**src/sv/crb_pkg.sv**
```systemverilog
`timescale 1ns / 1ps

package crb_pkg;

  localparam int CRB_RING_DEPTH    = 128;
  localparam int CRB_CHANNEL_COUNT = 3;

  localparam int OP_W   = 2;
  localparam int CHAN_W = 2;
  localparam int BYTE_W = 8;

  localparam logic [OP_W-1:0] OP_PUSH  = 2'd0;
  localparam logic [OP_W-1:0] OP_POP   = 2'd1;
  localparam logic [OP_W-1:0] OP_FLUSH = 2'd2;

  typedef struct packed {
    logic got_byte;
    logic dropped;
    logic not_empty;
  } crb_flags_t;

endpackage

```
**src/sv/crb_ring_mem.sv**
```systemverilog
`timescale 1ns / 1ps

module crb_ring_mem import crb_pkg::*; #(
  parameter int RING_DEPTH    = CRB_RING_DEPTH,
  parameter int CHANNEL_COUNT = CRB_CHANNEL_COUNT,
  localparam int MemDepth     = RING_DEPTH * CHANNEL_COUNT,
  localparam int AddrW        = $clog2(MemDepth)
) (
  input  logic              clk_i,
  input  logic              we_i,
  input  logic              re_i,
  input  logic [AddrW-1:0]  addr_i,
  input  logic [BYTE_W-1:0] wdata_i,
  output logic [BYTE_W-1:0] rdata_o
);

  logic [BYTE_W-1:0] mem [MemDepth];
  logic [BYTE_W-1:0] rdata_q;

  always_ff @(posedge clk_i) begin
    if (we_i) begin
      mem[addr_i] <= wdata_i;
    end
    if (re_i) begin
      rdata_q <= mem[addr_i];
    end
  end

  assign rdata_o = rdata_q;

endmodule

```
**config.mk**
```make
export PLATFORM = sky130hd
export DESIGN_NAME = crb_ring_mem
export DESIGN_NICKNAME = d
export VERILOG_FILES = /design/src/sv/crb_pkg.sv /design/src/sv/crb_ring_mem.sv
export SDC_FILE = /design/constraint.sdc
export NUM_CORES = 2
export LEC_CHECK = 0
export BUFFER_PORTS_ARGS = -buffer_cell sky130_fd_sc_hd__buf_2
export CORE_UTILIZATION = 37
export CTS_CLUSTER_SIZE = 16
export DETAILED_ROUTE_END_ITERATION = 6
export HOLD_SLACK_MARGIN = 0.03
export PLACE_DENSITY = 0.54
export SYNTH_ARGS = -nofsm -noshare
export SYNTH_HDL_FRONTEND = slang
export SYNTH_SLANG_ARGS = --single-unit
```
**constraint.sdc**
```tcl
create_clock -name clk_i -period 5.94 [get_ports clk_i]
set_clock_uncertainty 0.2 [all_clocks]
set_input_delay 1.485 -clock clk_i [delete_from_list [all_inputs] [get_ports clk_i]]
set_output_delay 1.485 -clock clk_i [all_outputs]
set_load 0.01 [all_outputs]
```
* Word-level counts from Yosys, hierarchy flattened *
Memories as Yosys holds them, arrays and structs flattened. A register that Yosys moved wholly into a read port is not among the register bits.
Index checks and enable logic that the tools add are counted.

storage, ports and cells
  memories = 1
  flip-flop bits (word level) = 0
  RAM bits = 3072
  bits of input ports = 20

memories
  name  words  bits a word  rd ports  clocked after Yosys merged registers in  write ports  line                RTL
  mem   384    8            1         1                                        1            crb_ring_mem.sv:17  logic [BYTE_W-1:0] mem [MemDepth];

operators by class
  mux-type cells = 2

operators by type and width
  operator  number
  $mux 1    2

* Logic depth before layout (Yosys ltp) *
  depth in word-level cells = 2
  mapped depth = 13
  depth with buffers taken out = 7

* Least setup slack after synthesis *
Ideal clock, no wire load.

  path type = input-to-reg
  start point = input addr_i[1]
  end point = memory mem[286][0], enable pin
  cell stages on the path = 11
  data arrival time = 3845 ps
  slack = 1525 ps
  setup time = 370 ps
  cell sequence = buf_4 -> buf_6 -> buf_4 -> buf_2 -> buf_4 -> buf_2 -> buf_2 -> nor2b_1 -> nand3_1 -> clkbuf_1 -> nor2_1

RTL lines
  what                line                RTL
  start: declaration  crb_ring_mem.sv:12  input logic [AddrW-1:0] addr_i,
  end: declaration    crb_ring_mem.sv:17

Straight into the memory's write port.

==> metrics.cfg <==
[setup_path]
worstPathCellList=buf_8 -> buf_4 -> buf_4 -> mux4_2 -> a22o_1 -> a2111oi_0 -> buf_4 -> nand3_1 -> nor4_1 -> buf_4 -> nand4_1
reg2reg_slack_ns=1.98
crit_path_top_delay_cell=a2111oi_0
worstSetupPathType=input port to flop
cp_common_cell=buf_4
cpPeakStageDelay_ns=1.27
reg2reg_depth=9
crit_family=compound AO/OA/AOI/OAI gates
r2r_end=rdata_o[7]$_DFFE_PP_
timing.critical_path.to_type=flop
worst-path-max-fanout=40
critPathRequiredTime_ns=6.36
critPathArrivalTime_ns=5.88
r2r_start=mem[83][7]$_DFFE_PP_
path_buf_inv=5
worst_setup_path_start_kind=input port

[sta]
setup_viol=0
rsz0062_at_grt=no
finalHoldViolCount=0
report.final.slew_viol_count=2
setup_ws_ns=0.4842
finalCriticalPeriod_ns=5.456
max_freq_ghz=0.1833
setup_tns_ns=0
max_slew_margin=-0.03030
worst_pin_slew_ns=1.506
finalCritPeriodShare=0.9185

[yosys]
syn_area_mm2=0.1193
synthAdderAreaFrac=0
async_reset_ff_frac=0
post-synth-top-count-cell=edfxtp_1
synth_area_per_cell_um2=21.26
synth_nets=5632
synth_top_family_by_area=multiplexers
synth_cells=5612
synth.area.top_cells=edfxtp_1 78%, mux4_2 13%, mux2i_1 2.0%
synth-simple-area-share=0.02554
synthTopCellsByCount=3080 x edfxtp_1, 705 x mux4_2, 429 x nor2_1
muxShareOfSynthArea=0.1576
synthFlopType=edfxtp_1
synth-seq-area-share=0.7752
synth_seq_cells=3080
synth_top_area_frac=0.7752
synth_compound_area_frac=0.02712
synth-edff-count=3080
ys_warn_count=0
yosys.cell_types.count=59
yosys.area_share.xor_xnor=0
netlist.top_cell.by_area=edfxtp_1

[floorplan]
rows=208
die_h_um=569.9
start_util=0.3718
io_pins=28
core_area_mm2=0.3209
dieArea_mm2=0.3247
fp.dieW_um=569.9

[place]
io_buffers=27
place_congestion=0.8300
dp_hpwl_mm=209.1
place_area_mm2=0.1275
post-place-ws_ns=-0.2997

[global_route]
grt_overflow=0
antenna_found_initial=22
grt_start_max_net_pins=155
grt_pass1_wl_mm=473.8
grt_pass1_vias=60550
grt_usage=0.2049

[route]
wire_per_inst_um=31.50
drt-total-wl_mm=335.5
detail_route.vias_per_cell=5.611
drtAntennaViolNets=0
vias=59760
route.detailed.drc=0
first_pass_iters=5
initialDrtViolationCount=6924

[pwr]
p_leak_nw=43.00
power-per-cell-area_mw_per_mm2=332.0
ir_drop_v=0.0002563

[hold_path]
holdPathStages=6
min_to=rdata_o[4]$_DFFE_PP_
hp-start=mem[144][4]$_DFFE_PP_
hold_class=flop to flop

[clock_network]
cts_buffers=325
cts_max_path_buffers=4
cts_tree=yes
clkTransAtPathRegs_ns=0.06
postCtsHoldBufs=0
clk_latency_ns=0.92
cts_htree_levels=5
cts_root_buffer=clkbuf_16
cts_setup_buffers=0
ctsResizeCount=0
clock-sinks=3080

[job]
cap_violations=1

[outcome]
failed_checks=capacitance limit, slew limit
status=complete, but fails checks

[cells_and_area]
ff_latch_area_mm2=0.09249
multiInputGateArea_mm2=0.02530
drive_above_1_share=0.2718
fin_nets=6111
area_delta_synth_final_pct=15.36
fill_cells=27580
final_util=0.4289
fin_area_mm2=0.1376

==> report_power, final <==
group / internal [mW] / total, mW / switching, mW
clock network: 11.0 / 19.5 / 8.49
registers: 23.9 / 24.0 / 0.0177
logic: 0.762 / 2.25 / 1.49
==> placed cells by master, fill, tap and decap left out, drive strengths merged, types with 4 or more instances in the layout <==
cell      netlist  routed
o22ai          27      27
nor3           18      18
mux2i         237     237
a2111oi         9       9
nor2          429     429
buf           208     493
a31oi          31      31
nand4          21      21
mux4          710     710
a32oi           5       5
nand3          48      48
bufinv          0      17
o22a           11      11
nand2b          8       8
and3            6       6
a21oi          87      87
nor4            5       5
and2            6       6
mux2           38      38
a22oi         117     117
inv             2      11
o21ai          75      75
clkbuf        133     393
a211oi          8       8
nand2         151     151
o211ai         19      19
clkinvlp        0      11
nor3b           6       6
a22o           23      23
clkinv          3     151
o32ai           4       4
a221oi         35      35
nor2b          15      15
edfxtp       3080    3080
==> per-stage QoR <==
stage,hold WS [ns],std cells,power (mW)
floorplan,0.5634,5612,25.51
global placement,0.6621,10070,26.67
detailed placement,0.6741,10070,26.70
CTS,0.7165,10650,46.05
global route,0.7840,10650,46.86
finish,0.7231,10650,45.69
==> routing by layer <==
metal	track usage	vias up	part of all wire
met1	0.2877	32480	0.42
met3	0.03233	483	0.069
met2	0.3328	2332	0.48
li1	-	24460	-
met4	0.05399	12	0.027
met5	0	-	0.00030
==> registers in the layout, summed over array words and instances, names as in the netlist <==
| signal | cells |
|---|---|
| mem | 3072 |
| rdata_o | 8 |
==> worst register-to-register path, cell delays in order (launching register included) <==
cell and delay (ns):
edfxtp_1 0.37, mux4_2 0.47, nand2_1 0.09, a21oi_1 0.15, a2111oi_0 1.29, buf_4 0.29, nand3_1 0.26, nor4_1 0.37
buf_4 0.18, nand4_1 0.06
==> cell type report <==
class / instances / area share
clock buffer: 393 / 0.06172
sequential: 3080 / 0.6720
antenna: 3 / 0.00005455
multi-input combinational: 2186 / 0.1838
clock inverter: 185 / 0.01158
tap: 4305 / 0.03914
inverter: 5 / 0.0001909
timing repair buffer: 493 / 0.03151
==> worst max path at each step <==
stage,startpoint,end,slack (ns),cells past startpoint
after global routing,addr_i[0],rdata_o[7]$_DFFE_PP_,0.42,11
after CTS,addr_i[0],rdata_o[7]$_DFFE_PP_,0.65,11
after global placement,addr_i[0],rdata_o[7]$_DFFE_PP_,-0.30,11
after floorplan,addr_i[1],mem[286][0]$_DFFE_PP_,1.52,11
after detailed placement,addr_i[0],rdata_o[7]$_DFFE_PP_,-0.30,11
final,addr_i[0],rdata_o[7]$_DFFE_PP_,0.48,11
==> kinds of logic after synthesis <==
family | Yosys count
flops | 3080
mux | 985
simple gates | 727
compound gates | 474
buf+inv | 346
(Power assumes the default switching activity.)
