$ cat src/sv/crb_pkg.sv
`timescale 1ns / 1ps

package crb_pkg;

  localparam int CRB_RING_DEPTH    = 128;
  localparam int CRB_CHANNEL_COUNT = 3;

  localparam int OP_W   = 2;
  localparam int CHAN_W = 2;
  localparam int BYTE_W = 8;

  localparam logic [OP_W-1:0] OP_PUSH  = 2'd0;
  localparam logic [OP_W-1:0] OP_POP   = 2'd1;
  localparam logic [OP_W-1:0] OP_FLUSH = 2'd2;

  typedef struct packed {
    logic got_byte;
    logic dropped;
    logic not_empty;
  } crb_flags_t;

endpackage

$ cat src/sv/crb_ptr_ctrl.sv
`timescale 1ns / 1ps

module crb_ptr_ctrl import crb_pkg::*; #(
  parameter int RING_DEPTH    = CRB_RING_DEPTH,
  parameter int CHANNEL_COUNT = CRB_CHANNEL_COUNT,
  localparam int PtrW         = $clog2(RING_DEPTH),
  localparam int IdxW         = (CHANNEL_COUNT > 1) ? $clog2(CHANNEL_COUNT) : 1,
  localparam int AddrW        = $clog2(RING_DEPTH * CHANNEL_COUNT)
) (
  input  logic              clk_i,
  input  logic              rst_ni,
  input  logic              en_i,
  input  logic [OP_W-1:0]   op_i,
  input  logic [CHAN_W-1:0] channel_i,
  output logic              mem_we_o,
  output logic              mem_re_o,
  output logic [AddrW-1:0]  mem_addr_o,
  output crb_flags_t        flags_o
);

  localparam logic [PtrW-1:0] PtrFirst = PtrW'(1);
  localparam logic [PtrW-1:0] PtrLast  = PtrW'(RING_DEPTH - 1);

  logic [PtrW-1:0] wp_q [CHANNEL_COUNT];
  logic [PtrW-1:0] rp_q [CHANNEL_COUNT];

  logic            ch_ok;
  logic [IdxW-1:0] idx;
  logic [PtrW-1:0] wp, rp, wp_next, rp_next, wp_adv, rp_adv, ptr_sel;
  logic            is_empty, is_full;

  assign ch_ok  = (int'(channel_i) < CHANNEL_COUNT);
  assign idx    = IdxW'(channel_i);
  assign wp     = ch_ok ? wp_q[idx] : PtrFirst;
  assign rp     = ch_ok ? rp_q[idx] : PtrFirst;
  assign wp_adv = (wp >= PtrLast) ? PtrFirst : wp + PtrW'(1);
  assign rp_adv = (rp >= PtrLast) ? PtrFirst : rp + PtrW'(1);

  assign is_empty = (wp == rp);
  assign is_full  = (wp_adv == rp);

  always_comb begin
    wp_next  = wp;
    rp_next  = rp;
    mem_we_o = 1'b0;
    mem_re_o = 1'b0;
    flags_o  = '0;
    unique case (op_i)
      OP_PUSH: begin
        if (is_full) begin
          flags_o.dropped = ch_ok;
        end else begin
          wp_next  = wp_adv;
          mem_we_o = en_i && ch_ok;
        end
      end
      OP_POP: begin
        if (!is_empty) begin
          rp_next          = rp_adv;
          flags_o.got_byte = ch_ok;
          mem_re_o         = en_i && ch_ok;
        end
      end
      OP_FLUSH: begin
        wp_next = PtrFirst;
        rp_next = PtrFirst;
      end
      default: begin
      end
    endcase
    flags_o.not_empty = ch_ok && (wp_next != rp_next);
  end

  assign ptr_sel    = (op_i == OP_PUSH) ? wp : rp;
  assign mem_addr_o = AddrW'(AddrW'(idx) * AddrW'(RING_DEPTH)) + AddrW'(ptr_sel);

  always_ff @(posedge clk_i or negedge rst_ni) begin
    if (!rst_ni) begin
      for (int i = 0; i < CHANNEL_COUNT; i++) begin
        wp_q[i] <= PtrFirst;
        rp_q[i] <= PtrFirst;
      end
    end else if (en_i && ch_ok) begin
      wp_q[idx] <= wp_next;
      rp_q[idx] <= rp_next;
    end
  end

endmodule

$ cat config.mk
export PLATFORM = sky130hd
export DESIGN_NAME = crb_ptr_ctrl
export DESIGN_NICKNAME = d
export VERILOG_FILES = /design/src/sv/crb_pkg.sv /design/src/sv/crb_ptr_ctrl.sv
export SDC_FILE = /design/constraint.sdc
export NUM_CORES = 1
export LEC_CHECK = 0
export CORE_AREA = 3 3 107 109
export CTS_CLUSTER_DIAMETER = 120
export DETAILED_ROUTE_END_ITERATION = 8
export DIE_AREA = 0 0 110 112
export DONT_BUFFER_PORTS = 1
export GPL_TIMING_DRIVEN = 0
export HOLD_SLACK_MARGIN = 0.03
export PLACE_DENSITY = 0.53
export SYNTH_ARGS = -nofsm -noshare
export SYNTH_HDL_FRONTEND = slang
export SYNTH_SLANG_ARGS = --single-unit
$ cat constraint.sdc
create_clock -name clk_i -period 3.5 [get_ports clk_i]
set_clock_uncertainty 0.1 [all_clocks]
set_input_delay 0 -clock clk_i [delete_from_list [all_inputs] [get_ports clk_i]]
set_output_delay 0 -clock clk_i [all_outputs]
set_load 0.05 [all_outputs]
== Word level (Yosys, flattened, before mapping) ==
Cells that the tools add are included.
Operators by class
  add/sub/neg operators: 3
  $lt $le $gt $ge: 5
  eq/ne operators: 5
  mux-type cells: 27
  bitwise logic cells: 1
  reductions and logical operators: 4
Operator list (number)
  $mux W7: 12
  $bwmux W21: 2
  $bmux W7 S2: 2
  $pmux W7 S2: 2
  $add A7 B1 Y7 const B: 2
  $demux W7 S2: 1
  $eq A7 B7 Y1: 2
  $ge A7 B7 Y1 const B: 2
  $add A9 B7 Y9: 1
  $mux W1: 8
  $ne A7 B7 Y1: 1
  $ge A3 B3 Y1 const B: 1
  $logic_and A1 B1 Y1: 3
  $lt A3 B1 Y1 const B: 1
  $not A2 Y3: 1
  $eq A2 B1 Y1 const B: 1
  $eq A2 B2 Y1 const B: 1
  $logic_not A2 Y1: 1
  $lt A2 B2 Y1 const B: 1
Word-level totals
  register bits: 42
  input port bits: 7
  output and inout port bits: 14
  word-level logic and storage cells: 51

== Logic depth before layout (Yosys ltp) ==
  depth in word-level cells: 12
  gate-level depth with buffers: 17
  mapped depth without buffers: 13

== Worst setup path after synthesis ==
Ideal clock, no wire load.
  path type: flip-flop to output port
  start: register wp_q[7] (netlist bit)
  end: output port flags_o[0] (netlist bit)
  data arrival time: 4.062 ns
  data required time: 3.400 ns
  path slack: -0.662 ns
  cell stages (with the launch flop): 12
  buffers on the path: 0
  cells stage by stage: dfstp_2 > mux2_2 > o22ai_2 > inv_2 > xnor2_1 > nor3_2 > a21boi_0 > a31oi_1 > a31o_2 > inv_1 > a2111oi_2 > a32oi_1
RTL lines
  start: declaration: RTL line crb_ptr_ctrl.sv:24  | logic [PtrW-1:0] wp_q [CHANNEL_COUNT];
  start signal: indexed assignment: RTL line crb_ptr_ctrl.sv:80  | wp_q[i] <= PtrFirst;
  start signal: indexed assignment: RTL line crb_ptr_ctrl.sv:84  | wp_q[idx] <= wp_next;
  end: declaration: RTL line crb_ptr_ctrl.sv:18  | output crb_flags_t flags_o

==> impl_metrics.ini <==
[yosys]
synthTopCellsByArea = dfrtp_1, o21ai_0, nand2_1, dfstp_2, mux2i_1
synth_area_per_cell_um2 = 8.66
async_flop_share_pct = 100
syn_area_mm2 = 0.00344
synth_edf_count = 0
netlist_instances = 397
yosys.area.top_type = dfrtp_1
syn-num-nets = 409
synth_top_flop_cell = dfrtp_1
ys_seq_elements = 42
synth.yosys.seq_area_share_pct = 30.8
ys_warn_count = 0
synth.top_cell.area_share_pct = 26.2
synth_cell_types = 80

[placement]
hpwl_um = 8090
place_congestion = 0.875
portBuffers = 0
placed_area_mm2 = 0.00365

[setup_path]
r2r_start = wp_q[14]
rr_endpoint = wp_q[6]
setup.worst_path.class = reg -> out
cp_num_buf_inv = 0
arrival_ns = 3.74
critPathMaxStageDelay_ns = 0.59
crit_family = compound AO/OA/AOI/OAI gates
end_kind = primary output
start_kind = register
worstPathMaxFanout = 4
crit_chain = mux2i_4, a2bb2oi_4, xnor2_1, or4_4, o22ai_4, a311oi_4, mux2_4, a211oi_2, nand4_1, a2111oi_4, a32oi_4
required_ns = 3.40
r2r_slack_ns = 0.22
r2r.worst_path.cells = 14
slowest_stage = or4_4

[route]
drc_errors = 0
first_iter_violations = 196
vias_per_cell = 5.76
vias = 3392
dr.pass1.iters = 5
avgRoutedWirePerCell_um = 19.5
drtAntennaViolNets = 0
routed_wl_um = 11500

[timing]
final_max_slew_viol_count = 0
fmax_ghz = 0.261
worst_slack_ns = -0.338
setup_viol = 1
finalCritPeriodShare_pct = 110
hold_viol = 0
worstMarginPinSlew_ns = 1.06
fin_crit_ns = 3.84
rsz0062_at_grt = yes
slew_headroom_pct = 29.4

[floorplanning]
ios = 21
start_util_pct = 32.2
die_h_um = 112
core-area_mm2 = 0.0107
num_rows = 38
die-area_mm2 = 0.0123
fp.dieW_um = 110

[run_status]
status = finished, violations left
violations = negative setup slack

[power]
p_per_area_mw_per_mm2 = 386
peakVddDrop_v = 0.000157
p_leak_uw = 0.00173

[cells_and_area]
syn2layout_area_growth_pct = 31.2
drive_above_1_share_pct = 32.3
final_util_pct = 42.2
antennaDiodeCount = 0
final_area_mm2 = 0.00451
nNetsFinal = 460

[worst_hold_path]
min_path_type = in -> reg
min_path_cells = 2
hp-start = en_i
holdPathEnd = wp_q[7]

[clock_network]
clk_pin_slew_ns = 0.08
clk_latency_ns = 0.30
cts_buffer_depth = 2
tritoncts = yes
numClockSinks = 42
cts_buffers = 5
htreeDepth = 2
cts_root_buf = clkbuf_8

[global_route]
grt_pass1_vias = 3292
grt_pass1_wl_um = 18400
antenna_found_initial = 0
grtUsageTotal_pct = 19.3
grt.overflow.total = 0
grt_max_degree = 43

[run]
cap_violations = 0
[worst max-delay path by stage]
| stage | start | endpoint | depth (start not counted) |
|---|---|---|---|
| 2_1_floorplan | wp_q[7] | flags_o[0] | 15 |
| 3_3_place_gp | wp_q[8] | flags_o[0] | 15 |
| 3_5_place_dp | wp_q[7] | flags_o[0] | 15 |
| 4_1_cts | wp_q[16] | flags_o[0] | 11 |
| 5_1_grt | wp_q[8] | flags_o[0] | 17 |
| 6_report | wp_q[19] | flags_o[0] | 11 |
[cell usage after synthesis, drive strengths merged, types with 4 or more instances]
master / count
nand2: 67
o21ai: 57
dfrtp: 36
nor2: 25
a21oi: 17
mux2i: 14
buf: 13
clkbuf: 13
o2bb2ai: 13
xnor2: 12
a2bb2oi: 8
inv: 7
nor3: 7
nor4: 7
or3: 7
dfstp: 6
nand4: 6
ha: 5
a22oi: 4
a31oi: 4
and2: 4
and3: 4
mux2: 4
[state kept, by name (all words and copies together), names as in the netlist]
signal and cells:
wp_q 21, rp_q 21
[final cells by class]
type | count | area (um2)
clock buffers | 6 | 82.6
plain buffers | 24 | 144
multi-input cells | 321 | 2630
repair buffers | 46 | 374
clock inverters | 2 | 12.5
well taps | 140 | 175
fillers | 1072 | 6180
flip-flops and latches | 42 | 1060
inverters | 8 | 35.0
[routing by layer]
| metal | wire (um) | track usage [%] | vias up |
|---|---|---|---|
| met5 | 0 | 0 | - |
| met4 | 405 | 7.40 | 0 |
| met2 | 5290 | 29.3 | 125 |
| met3 | 629 | 2.03 | 30 |
| met1 | 5180 | 27.9 | 1645 |
| li1 | - | - | 1592 |
[worst register-to-register path, stage by stage, from the launching register on]
cell and delay, ns:
dfstp_2 0.37, mux2_4 0.28, o22ai_4 0.20, inv_4 0.09, ha_4 0.21, and4_1 0.15
a222oi_1 0.31, buf_4 0.18, o221a_1 0.18, o211a_4 0.19, and2_4 0.19, buf_4 0.12
o21ai_0 0.11, a22oi_1 0.34, o21ai_0 0.13
[stage by stage]
stage	hold WS (ns)	power (uW)	std cells	setup slack, ns	setup TNS [ns]
final	0.0504	1740	589	-0.338	-0.338
after global routing	0.0630	1830	589	-0.531	-0.649
after CTS	0.0477	1720	585	-0.307	-0.307
after detailed placement	-0.394	1140	537	-0.760	-6.81
after global placement	-0.394	1140	537	-0.663	-5.01
after floorplan	-0.396	1020	397	0.0116	0
[cells in the final DEF, fill, tap and decap left out, drive strengths merged, types with 5 or more instances in the layout]
cell / instances
nand2: 67
o21ai: 57
buf: 56
dfrtp: 36
nor2: 25
clkbuf: 18
a21oi: 17
mux2i: 14
o2bb2ai: 13
xnor2: 12
a2bb2oi: 8
or3: 7
inv: 7
nor3: 7
nor4: 7
nand4: 6
dfstp: 6
ha: 5
[kinds of logic (layout without fill, tap and decap cells)]
group                    Yosys count  count (layout)  synth area share, %
AO/OA/AOI/OAI                    145             145                 33.4
XOR/XNOR                          13              13                 3.31
adder cells (fa/ha/maj)            5               5                 1.82
buffers and inverters             34              86                 5.38
flip-flops                        42              42                 30.8
multiplexers                      18              18                 5.49
AND/OR/NAND/NOR                  140             140                 19.8
[power by group]
| part | leakage [uW] | switching [uW] | total [uW] | internal [uW] |
|---|---|---|---|---|
| Combinational | 0.00112 | 487 | 833 | 346 |
| Clock | 0.0000472 | 177 | 335 | 159 |
| Sequential | 0.000561 | 35.2 | 573 | 538 |
| Total | 0.00173 | 699 | 1740 | 1040 |
[repair_timing]
action	CTS	global route
endpoints found under the setup margin	24	4
pin swaps	25	6
hold endpoints to repair	49	0
buffers inserted	38	5
gates cloned	0	0
resized for setup	61	5
hold buffers	3	0
Power figures use the tool's default switching activity.
